File: src/hdl/hpsm_pkg.sv
`timescale 1ns / 1ps

package hpsm_pkg;

  localparam int DEFAULT_COUNT_WIDTH = 32;
  localparam int FIELD_W             = 32;
  localparam int IVL_W               = 33;
  localparam int DIVIDEND_W          = FIELD_W;
  localparam int DIVISOR_W           = IVL_W;
  localparam int CFG_INDEX_W         = 2;

  localparam logic [FIELD_W-1:0] MIN_INTERVAL_RESET  = FIELD_W'(500);
  localparam logic [FIELD_W-1:0] RPM_NUMERATOR_RESET = FIELD_W'(540000000);

  typedef enum logic [CFG_INDEX_W-1:0] {
    REG_COUNTER_MAX   = 2'd0,
    REG_MIN_INTERVAL  = 2'd1,
    REG_RPM_NUMERATOR = 2'd2
  } reg_index_t;

  typedef enum logic [2:0] {
    ST_IDLE,
    ST_LOAD,
    ST_CHECK,
    ST_DIV,
    ST_DONE
  } state_t;

  typedef struct packed {
    logic start;
  } div_ctl_t;

  typedef struct packed {
    logic busy;
    logic done;
  } div_stat_t;

endpackage

File: src/hdl/hpsm_div.sv
`timescale 1ns / 1ps

module hpsm_div
  import hpsm_pkg::*;
(
  input  logic                  clk,
  input  logic                  rst,
  input  div_ctl_t              ctl,
  input  logic [DIVIDEND_W-1:0] dividend,
  input  logic [DIVISOR_W-1:0]  divisor,
  output div_stat_t             stat,
  output logic [DIVIDEND_W-1:0] quotient
);

  localparam int CNT_W = $clog2(DIVIDEND_W);
  localparam logic [CNT_W-1:0] LAST_STEP = CNT_W'(DIVIDEND_W - 1);

  logic                  busy;
  logic                  done;
  logic [CNT_W-1:0]      count;
  logic [DIVISOR_W-1:0]  rem;
  logic [DIVISOR_W-1:0]  rem_next;
  logic [DIVIDEND_W-1:0] quot;
  logic [DIVISOR_W-1:0]  dvs;
  logic [DIVISOR_W:0]    trial;
  logic [DIVISOR_W:0]    diff;
  logic                  fits;

  // one restoring step per cycle while busy
  always_comb begin
    trial    = {rem, quot[DIVIDEND_W-1]};
    diff     = trial - {1'b0, dvs};
    fits     = trial >= {1'b0, dvs};
    rem_next = fits ? diff[DIVISOR_W-1:0] : trial[DIVISOR_W-1:0];
  end

  always_ff @(posedge clk) begin
    if (rst) begin
      busy  <= 1'b0;
      done  <= 1'b0;
      count <= '0;
    end else if (ctl.start) begin
      busy  <= 1'b1;
      done  <= 1'b0;
      count <= '0;
    end else if (busy) begin
      count <= count + CNT_W'(1);
      if (count == LAST_STEP) begin
        busy <= 1'b0;
        done <= 1'b1;
      end
    end else begin
      done <= 1'b0;
    end
  end

  always_ff @(posedge clk) begin
    if (ctl.start) begin
      rem  <= '0;
      quot <= dividend;
      dvs  <= divisor;
    end else if (busy) begin
      rem  <= rem_next;
      quot <= {quot[DIVIDEND_W-2:0], fits};
    end
  end

  assign stat.busy = busy;
  assign stat.done = done;
  assign quotient  = quot;

endmodule

File: src/hdl/hall_period_speed_meter_top.sv
`timescale 1ns / 1ps
// channel   signals                          width
// -------   ------------------------------   -------------------------
// in        in_valid/in_ready, edge_count    32
// out       out_valid/out_ready, speed_rpm,  32
//           interval_ticks, speed_updated    33, 1
// cfg       cfg_we, cfg_index, cfg_data      1, 2, 32
//
// a request passes ST_LOAD and ST_CHECK, then ST_DIV for the 32 steps of the divider
// when the speed is recomputed, then ST_DONE; a rejected edge skips ST_DIV
// one request is in work at a time; in_ready drops until the result reaches
// the output register, which may still hold an untaken result meanwhile
// synchronous reset restores register defaults, previous count and speed to 0
// a stalled output holds the sequencer in its final state

module hall_period_speed_meter_top
  import hpsm_pkg::*;
#(
  parameter int COUNT_WIDTH = DEFAULT_COUNT_WIDTH
) (
  input  logic                   clk,
  input  logic                   rst,
  input  logic                   in_valid,
  output logic                   in_ready,
  input  logic [FIELD_W-1:0]     edge_count,
  output logic                   out_valid,
  input  logic                   out_ready,
  output logic [FIELD_W-1:0]     speed_rpm,
  output logic [IVL_W-1:0]       interval_ticks,
  output logic                   speed_updated,
  input  logic                   cfg_we,
  input  logic [CFG_INDEX_W-1:0] cfg_index,
  input  logic [FIELD_W-1:0]     cfg_data
);

  state_t state;
  state_t state_next;

  logic [COUNT_WIDTH-1:0] counter_max;
  logic [FIELD_W-1:0]     min_interval;
  logic [FIELD_W-1:0]     rpm_numerator;

  logic [COUNT_WIDTH-1:0] cur_count;
  logic [COUNT_WIDTH-1:0] previous_count;
  logic [FIELD_W-1:0]     held_speed;
  logic [IVL_W-1:0]       interval;
  logic [IVL_W-1:0]       interval_next;
  logic                   upd;

  logic                   in_take;
  logic                   load_ivl;
  logic                   check_ivl;
  logic                   out_load;

  div_ctl_t               div_ctl;
  div_stat_t              div_stat;
  logic [DIVIDEND_W-1:0]  quotient;

  // register writes
  always_ff @(posedge clk) begin
    if (rst) begin
      counter_max   <= {COUNT_WIDTH{1'b1}};
      min_interval  <= MIN_INTERVAL_RESET;
      rpm_numerator <= RPM_NUMERATOR_RESET;
    end else if (cfg_we) begin
      unique case (cfg_index)
        REG_COUNTER_MAX:   counter_max   <= cfg_data[COUNT_WIDTH-1:0];
        REG_MIN_INTERVAL:  min_interval  <= cfg_data;
        REG_RPM_NUMERATOR: rpm_numerator <= cfg_data;
        default: ;
      endcase
    end
  end

  // sequencer
  always_ff @(posedge clk) begin
    if (rst) begin
      state <= ST_IDLE;
    end else begin
      state <= state_next;
    end
  end

  always_comb begin
    state_next = state;
    unique case (state)
      ST_IDLE:  if (in_valid) state_next = ST_LOAD;
      ST_LOAD:  state_next = ST_CHECK;
      ST_CHECK: state_next = (interval > IVL_W'(min_interval)) ? ST_DIV : ST_DONE;
      ST_DIV:   if (div_stat.done) state_next = ST_DONE;
      ST_DONE:  if (!out_valid || out_ready) state_next = ST_IDLE;
      default:  state_next = ST_IDLE;
    endcase
  end

  always_comb begin
    in_ready      = 1'b0;
    load_ivl      = 1'b0;
    check_ivl     = 1'b0;
    div_ctl.start = 1'b0;
    out_load      = 1'b0;
    unique case (state)
      ST_IDLE:  in_ready = 1'b1;
      ST_LOAD:  load_ivl = 1'b1;
      ST_CHECK: begin
        check_ivl     = 1'b1;
        div_ctl.start = interval > IVL_W'(min_interval);
      end
      ST_DIV:   ;
      ST_DONE:  out_load = !out_valid || out_ready;
      default:  ;
    endcase
  end

  assign in_take = in_valid && in_ready;

  // interval with one timer wrap
  always_comb begin
    if (cur_count >= previous_count) begin
      interval_next = IVL_W'(cur_count) - IVL_W'(previous_count);
    end else begin
      interval_next = IVL_W'(counter_max) - IVL_W'(previous_count)
                    + IVL_W'(cur_count) + IVL_W'(1);
    end
  end

  always_ff @(posedge clk) begin
    if (in_take) begin
      cur_count <= edge_count[COUNT_WIDTH-1:0];
    end
    if (load_ivl) begin
      interval <= interval_next;
    end
    if (check_ivl) begin
      upd <= interval > IVL_W'(min_interval);
    end
  end

  always_ff @(posedge clk) begin
    if (rst) begin
      previous_count <= '0;
      held_speed     <= '0;
    end else begin
      if (load_ivl) begin
        previous_count <= cur_count;
      end
      if (state == ST_DIV && div_stat.done) begin
        held_speed <= quotient;
      end
    end
  end

  hpsm_div u_div (
    .clk      (clk),
    .rst      (rst),
    .ctl      (div_ctl),
    .dividend (rpm_numerator),
    .divisor  (interval),
    .stat     (div_stat),
    .quotient (quotient)
  );

  // output register
  always_ff @(posedge clk) begin
    if (rst) begin
      out_valid <= 1'b0;
    end else if (out_load) begin
      out_valid <= 1'b1;
    end else if (out_ready) begin
      out_valid <= 1'b0;
    end
  end

  always_ff @(posedge clk) begin
    if (out_load) begin
      speed_rpm      <= held_speed;
      interval_ticks <= interval;
      speed_updated  <= upd;
    end
  end

  a_done_in_div : assert property (@(posedge clk) disable iff (rst)
    div_stat.done |-> (state == ST_DIV || state == ST_DONE))
    else $error("divider finished outside the divide phase");

  a_start_idle : assert property (@(posedge clk) disable iff (rst)
    div_ctl.start |-> !div_stat.busy)
    else $error("divider restarted while busy");

  a_out_drain : assert property (@(posedge clk) disable iff (rst)
    (out_valid && out_ready && state != ST_DONE) |=> !out_valid)
    else $error("result shown again after it was taken");

endmodule

File: config.mk
export PLATFORM = sky130hd
export DESIGN_NAME = hall_period_speed_meter_top
export DESIGN_NICKNAME = d
export VERILOG_FILES = /design/src/hdl/hpsm_pkg.sv /design/src/hdl/hpsm_div.sv /design/src/hdl/hall_period_speed_meter_top.sv
export SDC_FILE = /design/constraint.sdc
export NUM_CORES = 1
export LEC_CHECK = 0
export BUFFER_PORTS_ARGS = -buffer_cell sky130_fd_sc_hd__buf_2
export CAP_MARGIN = 5
export CORE_UTILIZATION = 25
export DETAILED_ROUTE_END_ITERATION = 7
export HOLD_SLACK_MARGIN = 0.06
export SYNTH_ARGS = -nofsm -noshare
export SYNTH_HDL_FRONTEND = slang
export SYNTH_SLANG_ARGS = --single-unit
File: constraint.sdc
create_clock -name clk -period 10.55 [get_ports clk]
set_input_delay 0.5275 -clock clk [delete_from_list [all_inputs] [get_ports clk]]
set_output_delay 0.5275 -clock clk [all_outputs]
set_load 0.02 [all_outputs]
==> results of run 1 <==
## metal layers
metal	vias to the layer above	global-route usage
met4	0	0.05018
met5	-	0
met3	76	0.02172
met2	360	0.2158
li1	8174	-
met1	7782	0.1911
## cell families (layout without fill, tap and decap cells)
logic type,count (synthesis),count (layout)
compound gates,586,586
xor+xnor,76,76
fa+ha+maj,167,167
buf+inv,359,500
flops,401,401
mux,27,27
other cells,0,2
simple gates,709,709
## layout make-up
class / instances / area share
Timing Repair Buffer: 155 / 0.03308
Sequential cell: 401 / 0.4031
Clock buffer: 60 / 0.04932
Clock inverter: 26 / 0.01286
Multi-Input combinational cell: 1565 / 0.4051
Antenna cell: 2 / 0.0002017
Inverter: 259 / 0.03918
Tap cell: 1134 / 0.05719
## synth_stat cells (all sizes together) (8+ instances only)
cell type  instances
a211o             43
a211oi            10
a21o              65
a21oi            269
a31oi             12
and2              10
and3              12
buf               19
clkbuf            81
dfxtp            204
edfxtp           197
fa                34
ha               133
inv              259
mux2i             24
nand2            404
nand2b            17
nand3             31
nand3b            18
nand4             17
nor2             127
nor2b             20
nor3              25
o21a              14
o21ai             96
o21bai            12
o31ai              9
or3                8
xnor2             45
xor2              31
## power breakdown
part	internal (W)	switching (W)
Sequential	0.00214	0.000277
Clock	0.000972	0.000672
Combinational	0.00137	0.00211
Total	0.00448	0.00306
## worst paths after layout
| check | depth (start not counted) | end | startpoint |
|---|---|---|---|
| setup / recovery | 14 | interval[28] | cur_count[7] |
| hold / removal | 1 | cur_count[12] | edge_count[12] |
| setup reg to reg | 14 | interval[28] | cur_count[7] |
| hold reg to reg | 0 | speed_rpm[20] | held_speed[20] |
## per-stage QoR
stage	hold slack, ns	setup slack, ns	utilization	cells
2_1_floorplan	0.4003	7.058	-	2325
3_3_place_gp	0.4137	6.620	0.2762	3514
3_5_place_dp	0.4147	6.652	0.2762	3514
4_1_cts	0.07378	6.617	0.2945	3600
5_1_grt	0.09231	6.433	0.2945	3600
6_report	0.1075	6.689	0.2946	3602
## flip-flops by register name, summed over array words and instances (netlist names), 33 cells and up
register and cells:
interval 33, interval_ticks 33, u_div.dvs 33, u_div.rem 33
==> flow_metrics.py, run 1 <==
metrics = {
    "routing": {
        "drt-total-wl_um": 60120,
        "routedWlPerCell_um": 16.69,
        "drt_iter0_drc": 1189,
        "drc": 0,
        "top_layer_used": "met4",
        "vias_per_cell": 4.551,
        "postRouteAntennaNets": 0,
        "wl_met2_um": 26410,
        "routed-wl-met3_um": 3334,
        "wl_met1_um": 28510,
        "num_vias": 16390,
        "drtPass1Iterations": 5,
    },
    "floorplan": {
        "die_w_um": 294.7,
        "initial_core_util": 0.2543,
        "core_um2": 84220,
        "die-area_um2": 86850,
        "ios": 139,
        "rows": 106,
        "dieHeight_um": 294.7,
    },
    "clock_tree": {
        "path_clk_slew_ns": 0.06,
        "cts_num_sinks": 401,
        "cts_setup_buffers": 0,
        "hold_buffers": 0,
        "cts_tree": "built",
        "htreeDepth": 2,
        "numCtsBuffers": 46,
        "clock_latency_ns": 0.60,
        "clockBufferDepth": 3,
        "cts_root_buf": "clkbuf_16",
        "ctsResizeCount": 0,
    },
    "layout": {
        "finalInstanceArea_um2": 24810,
        "n_fill_cell": 8885,
        "multi_input_area_um2": 10050,
        "nets": 2666,
        "area_delta_synth_final_pct": 15.84,
        "drive_gt1_frac": 0.1026,
        "layout_commonest_cell": "nand2_1",
        "seq_area_um2": 10000,
        "final_cell_mix": "nand2_1, a21oi_1, inv_1, dfxtp_1, edfxtp_1",
    },
    "worst_setup_path": {
        "crit_type": "reg2reg",
        "crit_slowest_cell": "a2111oi_0",
        "r2r_slack_ns": 6.69,
        "crit_buf_inv": 2,
        "arrival_ns": 4.16,
        "critPathTopFamily": "compound AO/OA/AOI/OAI gates",
        "end_kind": "flop",
        "cp-start-kind": "flop",
        "crit_fanout": 5,
        "cp_data_required_time_ns": 10.85,
        "cp_cell_sequence": "inv_1, fa_1, inv_1, ha_1, a21o_1, a21o_1, a2111oi_0, nor2_1, o21ai_0, a21oi_1, a31o_2, a21boi_0, xor2_1, o21ai_1",
        "max_stage_delay_ns": 0.59,
    },
    "grt": {
        "grt_max_degree": 96,
        "antenna_found_initial": 5,
        "grtUsageTotal": 0.1381,
        "grt_first_pass_wirelength_um": 91830,
        "overflow": 0,
        "grt_pass1_vias": 15520,
    },
    "pwr": {
        "leakage_nw": 10.12,
        "ir_drop_mv": 0.1515,
        "power_density_nw_per_um2": 304.0,
        "p_total_w": 0.007544,
    },
    "sta": {
        "max_freq_mhz": 259.0,
        "rsz0062_at_grt": "no",
        "finalHoldViolCount": 0,
        "fin_tns_setup_ns": 0,
        "post-route-period-util": 0.3659,
        "clock_skew_ns": 0.02924,
        "period_minus_slack_ns": 3.861,
        "worst_pin_slew_ns": 0.9873,
        "relSlewSlack": 0.3418,
        "slew_violations": 0,
        "setup_viol_count_final": 0,
    },
    "placed_design": {
        "dpl.hpwl_um": 44660,
        "gp_congestion": 0.8911,
        "dpl_cell_area_um2": 23260,
        "portBuffers": 138,
    },
    "yosys": {
        "yosysUniqueCellTypes": 76,
        "synth_mux_area_frac": 0.01279,
        "synth_top_area_frac": 0.2762,
        "synth.area.top_cells": "edfxtp_1, dfxtp_1, ha_1, nand2_1, a21oi_1",
        "avgSynthCellArea_um2": 9.213,
        "synth_area_um2": 21420,
        "synth-main-ff-cell": "dfxtp_1",
        "synth-async-reset-ratio": 0,
        "yosysTopAreaCell": "edfxtp_1",
        "synthCells": 2325,
        "synth-simple-area-share": 0.1442,
        "synth_top_family_by_area": "compound AO/OA/AOI/OAI gates",
        "synth_compound_area_frac": 0.1709,
        "synth-seq-area-share": 0.4668,
        "yosys.area_share.adder": 0.1095,
        "synth-xor-area-share": 0.03108,
        "synth-seq-cells": 401,
        "synth_nets": 2563,
        "yosysWarnings": 0,
        "synth-edff-count": 197,
    },
    "worst_hold_path": {
        "worstHoldPathType": "in2reg",
    },
    "job": {
        "maxCapViolCount": 0,
    },
    "outcome": {
        "status": "complete, no violations",
    },
}
(Power assumes the default switching activity.)
==> inputs of run 2 (changes only) <==
clock period = 3.35 ns   (was 10.55 ns; I/O delays follow)
==> run 2 against run 1 <==
- the run now ends with negative setup slack left
- critical path depth rose by 1
- cell area rose by 9.1%
- non-clock buffer count rose by 208
- via count rose by 4.5%
- sequential share of layout area fell by 3.4 points
- largest cell class unchanged
==> flow_metrics.py, run 2 (synthesis gave the netlist of run 1 again) <==
metrics = {
    "outcome": {
        "status": "complete, but fails checks",
        "violations": "negative setup slack",
    },
    "layout": {
        "layout_commonest_cell": "nand2_1",
        "drive_gt1_frac": 0.1723,
        "nets": 2876,
        "final_cell_mix": "nand2_1, a21oi_1, inv_1, dfxtp_1, edfxtp_1",
        "area_delta_synth_final_pct": 26.39,
        "n_fill_cell": 8789,
    },
    "placed_design": {
        "portBuffers": 138,
        "pre_cts_slack_ns": -0.3118,
        "gp_congestion": 0.8970,
        "dpl.hpwl_um": 46260,
    },
    "pwr": {
        "power_density_nw_per_um2": 967.5,
        "leakage_nw": 11.21,
        "ir_drop_mv": 0.4586,
    },
    "sta": {
        "clock_skew_ns": 0.02079,
        "finalHoldViolCount": 0,
        "period_minus_slack_ns": 3.505,
        "holdWs_ns": 0.06203,
        "setup_viol_count_final": 5,
        "slew_violations": 0,
        "post-route-period-util": 1.046,
        "worst_pin_slew_ns": 1.009,
        "relSlewSlack": 0.3274,
        "finalWorstSetupSlack_ns": -0.1555,
        "rsz0062_at_grt": "yes",
        "max_freq_mhz": 285.3,
    },
    "grt": {
        "antenna_found_initial": 3,
        "grtUsageTotal": 0.1413,
        "overflow": 0,
        "grt_pass1_vias": 16520,
        "grt_max_degree": 67,
        "grt_first_pass_wirelength_um": 94880,
    },
    "clock_tree": {
        "numCtsBuffers": 47,
        "path_clk_slew_ns": 0.06,
        "cts_num_sinks": 401,
        "clock_latency_ns": 0.59,
        "cts_root_buf": "clkbuf_16",
        "clockBufferDepth": 3,
        "cts_tree": "built",
        "htreeDepth": 2,
    },
    "floorplan": {
        "ios": 139,
        "die-area_um2": 86850,
        "initial_core_util": 0.2543,
        "core_um2": 84220,
        "rows": 106,
        "die_w_um": 294.7,
        "dieHeight_um": 294.7,
    },
    "worst_setup_path": {
        "max_stage_delay_ns": 0.54,
        "rr_worst_depth": 15,
        "crit_type": "reg2reg",
        "cp_data_required_time_ns": 3.68,
        "end_kind": "flop",
        "arrival_ns": 3.83,
        "cp-start-kind": "flop",
        "crit_fanout": 4,
        "cp_cell_sequence": "inv_2, fa_1, inv_2, ha_4, buf_6, and3_4, a221o_1, or2_1, a21oi_2, a21oi_2, o41a_1, a211oi_2, o21ai_1, xnor2_1, a21oi_1",
        "crit_slowest_cell": "fa_1",
    },
    "routing": {
        "routedWlPerCell_um": 16.36,
        "drtPass1Iterations": 5,
        "vias_per_cell": 4.495,
        "postRouteAntennaNets": 0,
        "drt_iter0_drc": 1145,
        "drc": 0,
        "drt-total-wl_um": 62370,
        "num_vias": 17140,
    },
    "worst_hold_path": {
        "worstHoldPathType": "in2reg",
        "holdPathStages": 3,
    },
    "job": {
        "maxCapViolCount": 0,
    },
}
==> run 2: changes by cell type in the layout (fill, tap and decap cells not counted), moves of 5 or more <==
cell,before,now
buf_6,0,7
o21ai_0,83,71
o21ai_1,12,18
a21oi_1,269,257
buf_12,0,13
buf_4,18,142
inv_2,2,8
a21oi_2,0,12
inv_1,257,251
dlygate4sd3_1,0,64
ha_1,133,128
==> run 2: critical path: cells and delay by family (launching register included) <==
family / cells / cell delay (ns)
AO/OA/AOI/OAI: 7 / 1.40
AND/OR/NAND/NOR: 2 / 0.41
XOR/XNOR: 1 / 0.16
flip-flops: 1 / 0.32
buffers and inverters: 3 / 0.20
adder cells (fa/ha/maj): 2 / 0.77
==> run 2: area by class of cell <==
cell class | instances | area (um2) | share of cell area
clock inverters | 21 | 197.7 | 0.007302
repair buffers | 363 | 2731 | 0.1009
clock buffers | 66 | 1319 | 0.04871
flip-flops and latches | 401 | 10000 | 0.3695
multi-input cells | 1566 | 10430 | 0.3851
inverters | 259 | 972.2 | 0.03591
diodes | 2 | 5.005 | 0.0001849
well taps | 1134 | 1419 | 0.05241
==> run 2: timing repair <==
item / CTS / global route
pin swaps: 17 / 26
setup buffers: 4 / 11
endpoints found under the setup margin: 30 / 65
cloned: 0 / 1
gates resized for setup: 42 / 50
hold endpoints to repair: 128 / 0
hold buffers: 64 / 0
==> run 2: per-stage QoR <==
stage | total power, W | instance area, um2 | setup TNS (ns) | utilization | std cells
after CTS | 0.02560 | 26740 | -0.9888 | 0.3175 | 3799
after global routing | 0.02804 | 27070 | -2.164 | 0.3214 | 3810
after floorplan | 0.01583 | 21460 | 0 | - | 2325
final | 0.02619 | 27070 | -0.5527 | 0.3215 | 3812
after global placement | 0.02002 | 24400 | -2.150 | 0.2898 | 3644
after detailed placement | 0.02004 | 24400 | -2.667 | 0.2898 | 3644
==> run 2: final timing paths <==
kind | from | to | slack [ns]
setup / recovery | counter_max[8] | interval[31] | -0.16
hold / removal | out_ready | out_valid | 0.06
setup reg to reg | counter_max[8] | interval[31] | -0.16
hold reg to reg | held_speed[31] | speed_rpm[31] | 0.42
==> run 2: where the power goes <==
part           switching, W  internal, W  leakage, nW
clock network       0.00215      0.00293        0.738
logic               0.00749      0.00597         6.98
registers          0.000926      0.00672         3.49
total                0.0106       0.0156         11.2
==> run 2: layer usage <==
layer  routed length [um]  vias up  global-route usage  share of wire
met4                 1646        4             0.04141          0.026
met3                 3298       91             0.02338          0.053
met5                   27        -                   0        0.00043
met1                29660     8034              0.1973           0.48
li1                     -     8613                   -              -
met2                27740      394              0.2223           0.44
==> inputs of run 3 (changes only) <==
CTS_CLUSTER_DIAMETER = 50   (was default)
SYNTH_HIERARCHICAL = 1   (was default)
==> run 3 against run 2 <==
- the flow now finishes without violations
- sequential power decreased by 15%
- cell area up 1.5%
- area after synthesis up 1.8%
- critical path type unchanged
- largest power group unchanged
- critical endpoint is now interval[24]
==> flow_metrics.py, run 3 <==
metrics = {
    "outcome": {
        "status": "complete, no violations",
    },
    "yosys": {
        "yosysWarnings": 6,
        "synth_nets": 2520,
        "avgSynthCellArea_um2": 9.557,
        "synth_area_um2": 21810,
        "synthCells": 2282,
    },
    "placed_design": {
        "dpl.hpwl_um": 46560,
        "gp_congestion": 0.8967,
        "portBuffers": 138,
        "dpl_cell_area_um2": 24330,
    },
    "routing": {
        "drt-total-wl_um": 63530,
        "postRouteAntennaNets": 0,
        "vias_per_cell": 4.530,
        "num_vias": 16960,
        "routedWlPerCell_um": 16.97,
        "drc": 0,
        "drt_iter0_drc": 1110,
        "drtPass1Iterations": 5,
    },
    "grt": {
        "overflow": 0,
        "antenna_found_initial": 0,
        "grt_pass1_vias": 16340,
        "grtUsageTotal": 0.1380,
        "grt_first_pass_wirelength_um": 95310,
        "grt_max_degree": 80,
    },
    "floorplan": {
        "dieHeight_um": 297.4,
        "initial_core_util": 0.2541,
        "die-area_um2": 88420,
        "rows": 107,
        "ios": 139,
        "die_w_um": 297.4,
        "core_um2": 85820,
    },
    "worst_setup_path": {
        "cp_data_required_time_ns": 3.68,
        "rr_worst_depth": 13,
        "crit_fanout": 4,
        "max_stage_delay_ns": 0.39,
        "crit_type": "reg2reg",
        "cp-start-kind": "flop",
        "end_kind": "flop",
        "cp_cell_sequence": "inv_2, ha_2, fa_2, nand2b_4, a21oi_4, o21ai_4, or3_4, a31o_1, a211o_1, buf_4, mux2i_1, o21ai_1, o21ai_1",
        "r2r_start": "cur_count[0]",
        "rr_endpoint": "interval[24]",
        "arrival_ns": 3.60,
        "r2r_slack_ns": 0.08,
        "crit_slowest_cell": "or3_4",
        "crit_top_cell": "o21ai_1",
    },
    "clock_tree": {
        "clockBufferDepth": 3,
        "cts_tree": "built",
        "numCtsBuffers": 53,
        "path_clk_slew_ns": 0.06,
        "htreeDepth": 2,
        "clock_latency_ns": 0.60,
        "cts_root_buf": "clkbuf_16",
        "cts_num_sinks": 401,
    },
    "pwr": {
        "leakage_nw": 11.05,
        "p_total_w": 0.02058,
        "power_density_nw_per_um2": 749.2,
        "ir_drop_mv": 0.4376,
    },
    "layout": {
        "n_fill_cell": 8752,
        "final_cell_mix": "nand2_1, inv_1, a21oi_1, dfxtp_1, edfxtp_1",
        "area_delta_synth_final_pct": 25.95,
        "drive_gt1_frac": 0.1944,
        "layout_commonest_cell": "nand2_1",
        "nets": 2793,
        "finalInstanceArea_um2": 27470,
    },
    "worst_hold_path": {
        "min_from": "rst",
        "worstHoldPathType": "in2reg",
        "whs_endpoint": "held_speed[25]",
        "holdPathStages": 2,
    },
    "sta": {
        "post-route-period-util": 0.9759,
        "period_minus_slack_ns": 3.269,
        "slew_violations": 0,
        "setup_viol_count_final": 0,
        "worst_pin_slew_ns": 1.199,
        "relSlewSlack": 0.1982,
        "clock_skew_ns": 0.03283,
        "max_freq_mhz": 305.9,
        "finalHoldViolCount": 0,
        "rsz0062_at_grt": "yes",
    },
    "job": {
        "maxCapViolCount": 0,
    },
}
## run 3: per-stage QoR
| step | TNS (ns) | setup WS, ns | cells | hold slack, ns | utilization |
|---|---|---|---|---|---|
| floorplan | -19.18 | -0.3109 | 2282 | 0.2399 | - |
| global placement | -4.651 | -0.1058 | 3559 | 0.3464 | 0.2835 |
| detailed placement | -4.117 | -0.09926 | 3559 | 0.3456 | 0.2835 |
| CTS | -0.01770 | -0.01064 | 3727 | 0.1385 | 0.3134 |
| global route | -2.834 | -0.09041 | 3742 | 0.1804 | 0.3200 |
| finish | 0 | 0.08064 | 3744 | 0.1669 | 0.3201 |
## run 3: final cells by class
cell class	instances	area [um2]	share of cell area
Inverter	243	912.1	0.03321
Antenna cell	2	5.005	0.0001822
Sequential cell	401	10000	0.3641
Clock buffer	61	1376	0.05010
Tap cell	1144	1431	0.05211
Timing Repair Buffer	322	2452	0.08928
Multi-Input combinational cell	1534	10900	0.3967
Clock inverter	37	391.6	0.01426
## run 3: worst max-delay path by stage
stage | start | to | slack, ns | depth (start not counted)
finish | cur_count[0] | interval[24] | 0.08 | 13
global route | interval[31] | u_div/quotient[1] | -0.09 | 12
CTS | cur_count[5] | interval[27] | -0.01 | 13
detailed placement | interval[28] | u_div/quotient[15] | -0.1 | 10
global placement | interval[28] | u_div/quotient[15] | -0.11 | 10
floorplan | interval[28] | u_div/quotient[0] | -0.31 | 12
## run 3: timing repair
item,4_1_cts,5_1_grt
gates cloned,1,7
hold buffers,66,0
pin swaps,8,32
setup endpoints to repair,73,168
resized for setup,18,83
endpoints found under the hold margin,131,0
buffers inserted,3,8
## run 3: worst max-delay path: cells and delay by family (launching register included)
family                     cells  cell delay [ns]
adders and majority gates      2             0.54
DFF                            1             0.36
and+or+nand+nor                2             0.55
AOI/OAI and AO/OA              6             1.21
muxes                          1             0.11
buffers and inverters          2             0.22
## run 3: where the power goes
group | total, W | switching, W | internal [W] | leakage (nW)
clock network | 0.00564 | 0.00231 | 0.00333 | 0.857
logic | 0.00844 | 0.00479 | 0.00365 | 6.71
registers | 0.00650 | 0.000493 | 0.00600 | 3.49
total | 0.0206 | 0.00759 | 0.0130 | 11.1
## run 3: routing by layer
metal / global-route usage / wire (um)
met5: 0 / 0
met4: 0.03657 / 1427
met3: 0.02323 / 3164
met2: 0.2293 / 29750
met1: 0.1843 / 29190
